[src/rtl/bmhq_pkg.sv]
// shared types and constants for the binary min heap queue
// used by the controller, datapath, top level and checker
package bmhq_pkg;

  localparam int CAPACITY_DEFAULT = 64;
  localparam int VAL_W = 32;
  localparam int CNT_OUT_W = 7;

  localparam logic [1:0] CMD_INSERT = 2'd0;
  localparam logic [1:0] CMD_REMOVE = 2'd1;
  localparam logic [1:0] CMD_QUERY  = 2'd2;

  localparam logic [1:0] STATUS_OK    = 2'd0;
  localparam logic [1:0] STATUS_EMPTY = 2'd1;
  localparam logic [1:0] STATUS_FULL  = 2'd2;

  typedef enum logic [2:0] {
    S_IDLE,
    S_UP_RD,
    S_UP_CMP,
    S_FIN,
    S_DN_LOAD,
    S_DN_RD,
    S_DN_CMP,
    S_OUT
  } state_t;

  typedef enum logic [3:0] {
    DP_NOP,
    DP_LOAD_INS,
    DP_LOAD_REM,
    DP_LOAD_FULL,
    DP_LOAD_EMPTY,
    DP_LOAD_QUERY,
    DP_UP_READ,
    DP_UP_MOVE,
    DP_LAST_LOAD,
    DP_DN_READ,
    DP_DN_MOVE,
    DP_WRITE_VAL,
    DP_OUT_LOAD
  } dp_op_t;

  typedef struct packed {
    dp_op_t op;
  } ctrl_cmd_t;

  typedef struct packed {
    logic is_insert;
    logic is_remove;
    logic full;
    logic empty;
    logic count_one;
    logic parent_zero;
    logic up_less;
    logic dn_move;
  } dp_stat_t;

endpackage

[src/rtl/binary_min_heap_queue.sv]
// binary min heap priority queue of signed 32-bit values, top level
// depends on bmhq_pkg, bmhq_ctrl and bmhq_datapath
//
// input channel: cmd (insert, remove minimum, query) and value, taken when
// in_valid is high and in_stall is low; one item is worked on at a time
// output channel: one result per item (removed_value, min_value,
// entry_count, is_empty, status), taken when out_valid is high and
// out_stall is low; results held in an output register
// insert climbs one level per read-then-compare step on the heap memory,
// and remove sinks the moved entry one level per such step; query,
// rejected insert, empty remove and removing the only entry do no sift
// the next item is taken the cycle after the result is loaded, even while
// that result still waits on a stalled receiver; a stall only holds the
// block if a second result is ready before the first was taken
// reset empties the queue and drops any pending result; heap memory is not
// cleared since only values from occupied slots are ever used
module binary_min_heap_queue #(
  parameter int CAPACITY = bmhq_pkg::CAPACITY_DEFAULT
) (
  input  logic                               clk,
  input  logic                               rst,
  input  logic                               in_valid,
  output logic                               in_stall,
  input  logic [1:0]                         cmd,
  input  logic signed [bmhq_pkg::VAL_W-1:0]  value,
  output logic                               out_valid,
  input  logic                               out_stall,
  output logic signed [bmhq_pkg::VAL_W-1:0]  removed_value,
  output logic signed [bmhq_pkg::VAL_W-1:0]  min_value,
  output logic [bmhq_pkg::CNT_OUT_W-1:0]     entry_count,
  output logic                               is_empty,
  output logic [1:0]                         status
);

  bmhq_pkg::ctrl_cmd_t ctl;
  bmhq_pkg::dp_stat_t  st;

  bmhq_ctrl u_ctrl (
    .clk       (clk),
    .rst       (rst),
    .in_valid  (in_valid),
    .in_stall  (in_stall),
    .out_valid (out_valid),
    .out_stall (out_stall),
    .st        (st),
    .ctl       (ctl)
  );

  bmhq_datapath #(
    .CAPACITY (CAPACITY)
  ) u_datapath (
    .clk           (clk),
    .rst           (rst),
    .cmd           (cmd),
    .value         (value),
    .ctl           (ctl),
    .st            (st),
    .removed_value (removed_value),
    .min_value     (min_value),
    .entry_count   (entry_count),
    .is_empty      (is_empty),
    .status        (status)
  );

endmodule

[src/rtl/bmhq_datapath.sv]
// heap memory, sift registers, comparators and result registers
// depends on bmhq_pkg; driven by bmhq_ctrl through ctrl_cmd_t
module bmhq_datapath #(
  parameter int CAPACITY = bmhq_pkg::CAPACITY_DEFAULT
) (
  input  logic                                clk,
  input  logic                                rst,
  input  logic [1:0]                          cmd,
  input  logic signed [bmhq_pkg::VAL_W-1:0]   value,
  input  bmhq_pkg::ctrl_cmd_t                 ctl,
  output bmhq_pkg::dp_stat_t                  st,
  output logic signed [bmhq_pkg::VAL_W-1:0]   removed_value,
  output logic signed [bmhq_pkg::VAL_W-1:0]   min_value,
  output logic [bmhq_pkg::CNT_OUT_W-1:0]      entry_count,
  output logic                                is_empty,
  output logic [1:0]                          status
);

  localparam int AW = (CAPACITY > 1) ? $clog2(CAPACITY) : 1;
  localparam int CW = $clog2(CAPACITY + 1);
  localparam int IW = CW + 1;
  localparam int XW = CW + bmhq_pkg::CNT_OUT_W;

  logic signed [bmhq_pkg::VAL_W-1:0] mem [CAPACITY];
  logic signed [bmhq_pkg::VAL_W-1:0] rdata0;
  logic signed [bmhq_pkg::VAL_W-1:0] rdata1;
  logic signed [bmhq_pkg::VAL_W-1:0] val;
  logic signed [bmhq_pkg::VAL_W-1:0] root;
  logic signed [bmhq_pkg::VAL_W-1:0] res_removed;
  logic [1:0]                        res_status;
  logic [CW-1:0]                     count;
  logic [AW-1:0]                     pos;

  logic [CW-1:0]                     count_dec;
  logic [AW-1:0]                     parent;
  logic [IW-1:0]                     left;
  logic [IW-1:0]                     right;
  logic                              left_ok;
  logic                              right_ok;
  logic                              left_lt;
  logic                              right_lt;
  logic signed [bmhq_pkg::VAL_W-1:0] cur_min;
  logic signed [bmhq_pkg::VAL_W-1:0] child;
  logic [IW-1:0]                     best;
  logic [XW-1:0]                     count_ext;

  logic                              we;
  logic [AW-1:0]                     waddr;
  logic signed [bmhq_pkg::VAL_W-1:0] wdata;
  logic [AW-1:0]                     raddr0;
  logic [AW-1:0]                     raddr1;

  assign count_dec = count - CW'(1);
  assign parent    = (pos - AW'(1)) >> 1;
  assign left      = IW'({pos, 1'b1});
  assign right     = left + IW'(1);
  assign left_ok   = left < IW'(count);
  assign right_ok  = right < IW'(count);
  assign left_lt   = left_ok && (rdata0 < val);
  assign cur_min   = left_lt ? rdata0 : val;
  assign right_lt  = right_ok && (rdata1 < cur_min);
  assign child     = right_lt ? rdata1 : rdata0;
  assign best      = right_lt ? right : left;
  assign count_ext = XW'(count);

  assign st.is_insert   = (cmd == bmhq_pkg::CMD_INSERT);
  assign st.is_remove   = (cmd == bmhq_pkg::CMD_REMOVE);
  assign st.full        = (count == CW'(CAPACITY));
  assign st.empty       = (count == '0);
  assign st.count_one   = (count == CW'(1));
  assign st.parent_zero = (parent == '0);
  assign st.up_less     = (val < rdata0);
  assign st.dn_move     = left_lt || right_lt;

  always_comb begin
    we     = 1'b0;
    waddr  = pos;
    wdata  = val;
    raddr0 = left[AW-1:0];
    raddr1 = right[AW-1:0];
    unique case (ctl.op)
      bmhq_pkg::DP_UP_READ:   raddr0 = parent;
      bmhq_pkg::DP_LOAD_REM:  raddr0 = count_dec[AW-1:0];
      bmhq_pkg::DP_UP_MOVE: begin
        we    = 1'b1;
        wdata = rdata0;
      end
      bmhq_pkg::DP_DN_MOVE: begin
        we    = 1'b1;
        wdata = child;
      end
      bmhq_pkg::DP_WRITE_VAL: we = 1'b1;
      default: ;
    endcase
  end

  always_ff @(posedge clk) begin
    if (we) begin
      mem[waddr] <= wdata;
    end
    rdata0 <= mem[raddr0];
    rdata1 <= mem[raddr1];
    if (we && (waddr == '0)) begin
      root <= wdata;
    end
  end

  always_ff @(posedge clk) begin
    if (rst) begin
      count <= '0;
    end else begin
      case (ctl.op)
        bmhq_pkg::DP_LOAD_INS: count <= count + CW'(1);
        bmhq_pkg::DP_LOAD_REM: count <= count_dec;
        default: ;
      endcase
    end
  end

  always_ff @(posedge clk) begin
    case (ctl.op)
      bmhq_pkg::DP_LOAD_INS: begin
        val         <= value;
        pos         <= count[AW-1:0];
        res_removed <= '0;
        res_status  <= bmhq_pkg::STATUS_OK;
      end
      bmhq_pkg::DP_LOAD_REM: begin
        res_removed <= root;
        res_status  <= bmhq_pkg::STATUS_OK;
      end
      bmhq_pkg::DP_LOAD_FULL: begin
        res_removed <= '0;
        res_status  <= bmhq_pkg::STATUS_FULL;
      end
      bmhq_pkg::DP_LOAD_EMPTY: begin
        res_removed <= '0;
        res_status  <= bmhq_pkg::STATUS_EMPTY;
      end
      bmhq_pkg::DP_LOAD_QUERY: begin
        res_removed <= '0;
        res_status  <= bmhq_pkg::STATUS_OK;
      end
      bmhq_pkg::DP_UP_MOVE: pos <= parent;
      bmhq_pkg::DP_LAST_LOAD: begin
        val <= rdata0;
        pos <= '0;
      end
      bmhq_pkg::DP_DN_MOVE: pos <= best[AW-1:0];
      bmhq_pkg::DP_OUT_LOAD: begin
        removed_value <= res_removed;
        min_value     <= (count != '0) ? root : '0;
        entry_count   <= count_ext[bmhq_pkg::CNT_OUT_W-1:0];
        is_empty      <= (count == '0);
        status        <= res_status;
      end
      default: ;
    endcase
  end

endmodule

[src/rtl/bmhq_ctrl.sv]
// sequencing state machine for insert, remove and query items
// depends on bmhq_pkg; commands bmhq_datapath, owns the output valid
module bmhq_ctrl (
  input  logic                clk,
  input  logic                rst,
  input  logic                in_valid,
  output logic                in_stall,
  output logic                out_valid,
  input  logic                out_stall,
  input  bmhq_pkg::dp_stat_t  st,
  output bmhq_pkg::ctrl_cmd_t ctl
);

  bmhq_pkg::state_t state;
  bmhq_pkg::state_t state_next;
  logic             out_valid_next;

  always_ff @(posedge clk) begin
    if (rst) begin
      state     <= bmhq_pkg::S_IDLE;
      out_valid <= 1'b0;
    end else begin
      state     <= state_next;
      out_valid <= out_valid_next;
    end
  end

  always_comb begin
    state_next     = state;
    ctl.op         = bmhq_pkg::DP_NOP;
    in_stall       = (state != bmhq_pkg::S_IDLE);
    out_valid_next = out_valid && out_stall;
    unique case (state)
      bmhq_pkg::S_IDLE: begin
        if (in_valid) begin
          if (st.is_insert) begin
            if (st.full) begin
              ctl.op     = bmhq_pkg::DP_LOAD_FULL;
              state_next = bmhq_pkg::S_OUT;
            end else begin
              ctl.op     = bmhq_pkg::DP_LOAD_INS;
              state_next = st.empty ? bmhq_pkg::S_FIN : bmhq_pkg::S_UP_RD;
            end
          end else if (st.is_remove) begin
            if (st.empty) begin
              ctl.op     = bmhq_pkg::DP_LOAD_EMPTY;
              state_next = bmhq_pkg::S_OUT;
            end else begin
              ctl.op     = bmhq_pkg::DP_LOAD_REM;
              state_next = st.count_one ? bmhq_pkg::S_OUT : bmhq_pkg::S_DN_LOAD;
            end
          end else begin
            ctl.op     = bmhq_pkg::DP_LOAD_QUERY;
            state_next = bmhq_pkg::S_OUT;
          end
        end
      end
      bmhq_pkg::S_UP_RD: begin
        ctl.op     = bmhq_pkg::DP_UP_READ;
        state_next = bmhq_pkg::S_UP_CMP;
      end
      bmhq_pkg::S_UP_CMP: begin
        if (st.up_less) begin
          ctl.op     = bmhq_pkg::DP_UP_MOVE;
          state_next = st.parent_zero ? bmhq_pkg::S_FIN : bmhq_pkg::S_UP_RD;
        end else begin
          ctl.op     = bmhq_pkg::DP_WRITE_VAL;
          state_next = bmhq_pkg::S_OUT;
        end
      end
      bmhq_pkg::S_FIN: begin
        ctl.op     = bmhq_pkg::DP_WRITE_VAL;
        state_next = bmhq_pkg::S_OUT;
      end
      bmhq_pkg::S_DN_LOAD: begin
        ctl.op     = bmhq_pkg::DP_LAST_LOAD;
        state_next = bmhq_pkg::S_DN_RD;
      end
      bmhq_pkg::S_DN_RD: begin
        ctl.op     = bmhq_pkg::DP_DN_READ;
        state_next = bmhq_pkg::S_DN_CMP;
      end
      bmhq_pkg::S_DN_CMP: begin
        if (st.dn_move) begin
          ctl.op     = bmhq_pkg::DP_DN_MOVE;
          state_next = bmhq_pkg::S_DN_RD;
        end else begin
          ctl.op     = bmhq_pkg::DP_WRITE_VAL;
          state_next = bmhq_pkg::S_OUT;
        end
      end
      bmhq_pkg::S_OUT: begin
        if (!out_valid || !out_stall) begin
          ctl.op         = bmhq_pkg::DP_OUT_LOAD;
          out_valid_next = 1'b1;
          state_next     = bmhq_pkg::S_IDLE;
        end
      end
      default: state_next = bmhq_pkg::S_IDLE;
    endcase
  end

endmodule

[config.mk]
export PLATFORM = sky130hd
export DESIGN_NAME = binary_min_heap_queue
export DESIGN_NICKNAME = d
export VERILOG_FILES = /design/src/rtl/bmhq_pkg.sv /design/src/rtl/binary_min_heap_queue.sv /design/src/rtl/bmhq_datapath.sv /design/src/rtl/bmhq_ctrl.sv
export SDC_FILE = /design/constraint.sdc
export NUM_CORES = 2
export LEC_CHECK = 0
export BUFFER_PORTS_ARGS = -buffer_cell sky130_fd_sc_hd__buf_2
export CORE_ASPECT_RATIO = 1.4
export CORE_MARGIN = 1
export CORE_UTILIZATION = 63
export CTS_CLUSTER_SIZE = 12
export DETAILED_ROUTE_END_ITERATION = 7
export PLACE_DENSITY = 0.8
export SLEW_MARGIN = 20
export SYNTH_ARGS = -nofsm -noshare
export SYNTH_HDL_FRONTEND = slang
export SYNTH_SLANG_ARGS = --single-unit
[constraint.sdc]
create_clock -name clk -period 11.5 [get_ports clk]
set_clock_uncertainty 0.05 [all_clocks]
set_input_delay 2.3 -clock clk [delete_from_list [all_inputs] [get_ports clk]]
set_output_delay 2.3 -clock clk [all_outputs]
set_load 0.02 [all_outputs]
==> results.txt <==
In the final design database the tool counted 7551 nets. A synthesized cell averages 13.4 sq um. The initial core utilization is 63.7%. Summing every instance area after synthesis gives 100000 sq um. After the first detailed-routing iteration, the DRC count stood at 13700. Clock-pin slew was measured on the worst setup and hold paths at 60 ps. The tools report the portion of the post-synthesis area used by sequential elements as 68.2%. Compared with the post-synthesis result, the final layout area differs by 9.48%.

The run finished, with violations left. Dividing the detail-routed via count by the number of cells gives 7.44. The startpoint identified for the worst hold timing path is u_datapath.res_removed[15]$_SDFFCE_PP0P_.

Half-perimeter wire length after detailed placement: 179000 um. Counting flops and latches in the post-synthesis netlist gives 2301. Synthesis produced a netlist whose cell count is 7457. The clock latency on the worst-skew pair was 890 ps; the via count of the routed design was 71700. The timing startpoint of the critical path was u_datapath.val[11]$_DFFE_PP_. The logs give 0 for the number of slew-limit violations in the final report and 76 for the count of distinct cell types in the synthesized netlist.

The setup total negative slack was 0 ps; the path depth of the worst reg2reg path was 23. For the pin with the worst max-slew slack, the measured transition is 1300 ps. Number of nets in the synthesized netlist: 7576. After layout, the minimum clock period comes to 8210 ps. The tools report the reg-to-reg setup timing slack as 3290 ps. For this run, the number of Yosys warnings is 0. Post-CTS repair changed the size of 0 cells. The number of buffers between clock root and the deepest sink was 3. Class of the most critical hold timing path: reg2reg. Across every metal layer, demand over resource in global routing totals 41.1%.

Counting instances, the worst hold path has a depth of 0. Setup violations remaining at the end of the flow were counted as 0. After detailed routing, the number of remaining DRC violations is 19. The tree is rooted in a clkbuf_16.

The proportion of register bits with asynchronous set or reset after synthesis is 0%. Reported max-cap violation count: 0. Port buffering added 113 buffers.

The CTS sink count was 2301. The floorplan step set the die height to 474 um. The floorplan step defined a core boundary enclosing 157000 sq um. TritonCTS built the clock tree.

Power spread over the standard cell area amounts to 331 nW/um^2. The tools report the pin count of the biggest net entering global routing as 173. From left edge to right edge, the die measures 339 um. The number of clock buffers inserted by TritonCTS came out at 212. The highest attainable clock frequency was 122 MHz. The tools report the count of final hold-check violations as 0. The relative slew slack came out at 13.0%.

Setup repair after global routing left no endpoint under its margin. The data arrival time at the worst-slack endpoint was 8760 ps; the number of synthesized flops with an enable pin was 2226. In the final routed layout, each cell accounts on average for 34.5 um. The logs give 69100 for the number of global-route vias before repair and 0 for the residual antenna-violating net count after detailed routing. The tools report the level count of the clock H-tree as 4.

The routed design has 332000 um of wire. In the synthesized netlist the dominant register cell turns out to be edfxtp_1. After detailed placement, the design holds a cell count of 9306.

Summed over all cells, the static leakage comes to 37.1 nW. The first global-routing pass estimated 470000 um of wire. STA puts the critical path data required time at 12050 ps.

For this run the aggregate overflow at the end of global routing stands at 0. The non-filler instance count after layout came out at 9631. STA classifies the critical path endpoint as a register.

The area enclosed by the die boundary was 161000 sq um. The worst-case vdd ir drop was 0.367 mV. After clock tree synthesis, the flow added hold-fix buffers numbering 0.

The initial antenna violation count came out at 26. The floorplan has 172 rows. After layout, the worst path uses 71.4% of the clock period. Buffers added to address setup during post-CTS repair amount to 0.

The startpoint of the worst register-to-register path was u_datapath.val[11]$_DFFE_PP_. The tools report the filler cell count in the final layout as 9870. The category of the worst setup path launch point was a register. In this run the worst path has a maximum fanout of 42. The worst setup path is of the reg2reg kind. The I/O pin total is 114.

The checks that failed: DRC. The ratio of cells with drive above 1 in the final layout works out to 13.8%. The number of search-and-repair iterations in the first detailed-routing pass is 8, and the routability congestion estimate is 1.03.
## logic make-up (layout without fill, tap and decap cells)
group | count (synthesis) | in the layout | share of synthesized area, %
buf+inv | 595 | 673 | 2.57
other cells | 0 | 8 | 0
compound gates | 828 | 828 | 5.98
flops | 2301 | 2301 | 68.2
xor+xnor | 18 | 18 | 0.157
simple gates | 3238 | 3238 | 14.0
mux | 396 | 396 | 7.99
fa+ha+maj | 81 | 81 | 1.01
## synthesized netlist by cell type (all sizes together) (8+ instances only)
| cell | count | area [sq um] |
|---|---|---|
| nor3 | 22 | 115 |
| o21a | 8 | 60.1 |
| o21ai | 88 | 448 |
| nand2 | 1948 | 7310 |
| a41o | 12 | 120 |
| a221oi | 11 | 103 |
| o211ai | 25 | 188 |
| a221o | 44 | 440 |
| mux2i | 42 | 420 |
| a21o | 21 | 158 |
| and2 | 69 | 432 |
| clkbuf | 210 | 790 |
| o22ai | 18 | 113 |
| or4 | 9 | 67.6 |
| inv | 50 | 188 |
| nor2b | 9 | 56.3 |
| edfxtp | 2226 | 66800 |
| a31oi | 159 | 995 |
| dfxtp | 75 | 1500 |
| a211oi | 91 | 706 |
| xnor2 | 12 | 105 |
| a21oi | 103 | 519 |
| a311oi | 125 | 1090 |
| nor2 | 146 | 556 |
| buf | 334 | 1600 |
| ha | 81 | 1010 |
| and3 | 166 | 1040 |
| a32oi | 18 | 158 |
| mux4 | 319 | 7180 |
| o2111ai | 35 | 324 |
| o221ai | 9 | 78.8 |
| a22oi | 37 | 278 |
| nand3 | 785 | 3930 |
| nand4 | 48 | 300 |
| or3 | 8 | 50.1 |
| mux2 | 35 | 394 |
## area by class of cell
cell class                 count  area, sq um  share of cell area (%)
clock buffer                 302         5760                    5.25
antenna                        8         20.0                  0.0183
inverter                      51          191                   0.175
tap                         2088         2610                    2.38
clock inverter                15          151                   0.138
timing repair buffer         305         2230                    2.04
sequential                  2301        68300                    62.3
multi-input combinational   4561        30300                    27.7
## state kept, by name (all words and copies together) (netlist names), 2 cells and up
signal	flops
u_datapath.val	32
u_ctrl.state	3
u_datapath.res_status	2
u_datapath.pos	6
u_datapath.rdata0	32
u_datapath.count	7
u_datapath.res_removed	32
u_datapath.min_value	32
u_datapath.mem	2048
u_datapath.root	32
u_datapath.removed_value	32
u_datapath.rdata1	32
u_datapath.status	2
u_datapath.entry_count	7
## cells in the final DEF, fill, tap and decap left out, types with 84 or more instances in the layout
| cell | count |
|---|---|
| a211oi_1 | 88 |
| a21oi_1 | 98 |
| a311oi_1 | 121 |
| a31oi_1 | 158 |
| and3_1 | 165 |
| buf_2 | 113 |
| buf_4 | 174 |
| clkbuf_1 | 84 |
| clkbuf_16 | 217 |
| edfxtp_1 | 2226 |
| mux4_2 | 319 |
| nand2_1 | 1946 |
| nand3_1 | 784 |
## stage by stage
step	instance area (sq um)	util [%]	setup slack [ps]	hold WS, ps	power [mW]
2_1_floorplan	100000	-	3460	350	22.9
3_3_place_gp	104000	65.9	3480	351	28.7
3_5_place_dp	104000	65.9	3470	355	29.1
4_1_cts	110000	69.7	3410	368	35.4
5_1_grt	110000	69.7	2970	372	37.1
6_report	110000	69.7	3290	366	36.3
## critical path, stage by stage, from the launching register on
cell and delay, ps:
edfxtp_1 430, ha_1 340, nand4_1 210, nor4_1 420, a21boi_1 220, o41ai_1 120, a21oi_1 540, nand3_2 710
buf_4 480, nor2_1 110, a21oi_1 50, ha_1 320, or3_1 340, o21ai_0 80, a21oi_1 90, a31oi_1 340
a21oi_1 240, nor2b_1 210, o21a_1 180, nor2_1 740, a21oi_4 90, buf_4 420, o21ai_4 600, buf_4 500
## power by group
group	switching, mW	total (mW)	internal (mW)
sequential	0.339	12.3	11.9
combinational	12.6	17.6	5.10
clock	2.96	6.39	3.42
total	15.9	36.3	20.5
## final timing paths
kind | end
worst max-delay path | u_datapath.mem[43][1]$_DFFE_PP_
worst min-delay path | u_datapath.removed_value[15]$_DFFE_PN_
worst max register to register | u_datapath.mem[43][1]$_DFFE_PP_
worst min register to register | u_datapath.removed_value[15]$_DFFE_PN_
## layer usage
| metal | vias up | track usage [%] | routed length [um] |
|---|---|---|---|
| met5 | - | 0 | 171 |
| met4 | 18 | 32.4 | 31600 |
| met3 | 1891 | 12.3 | 53100 |
| met2 | 7330 | 62.6 | 150000 |
| met1 | 34300 | 49.2 | 98100 |
| li1 | 28200 | - | - |
No activity file was read; power rests on OpenSTA's default activity.
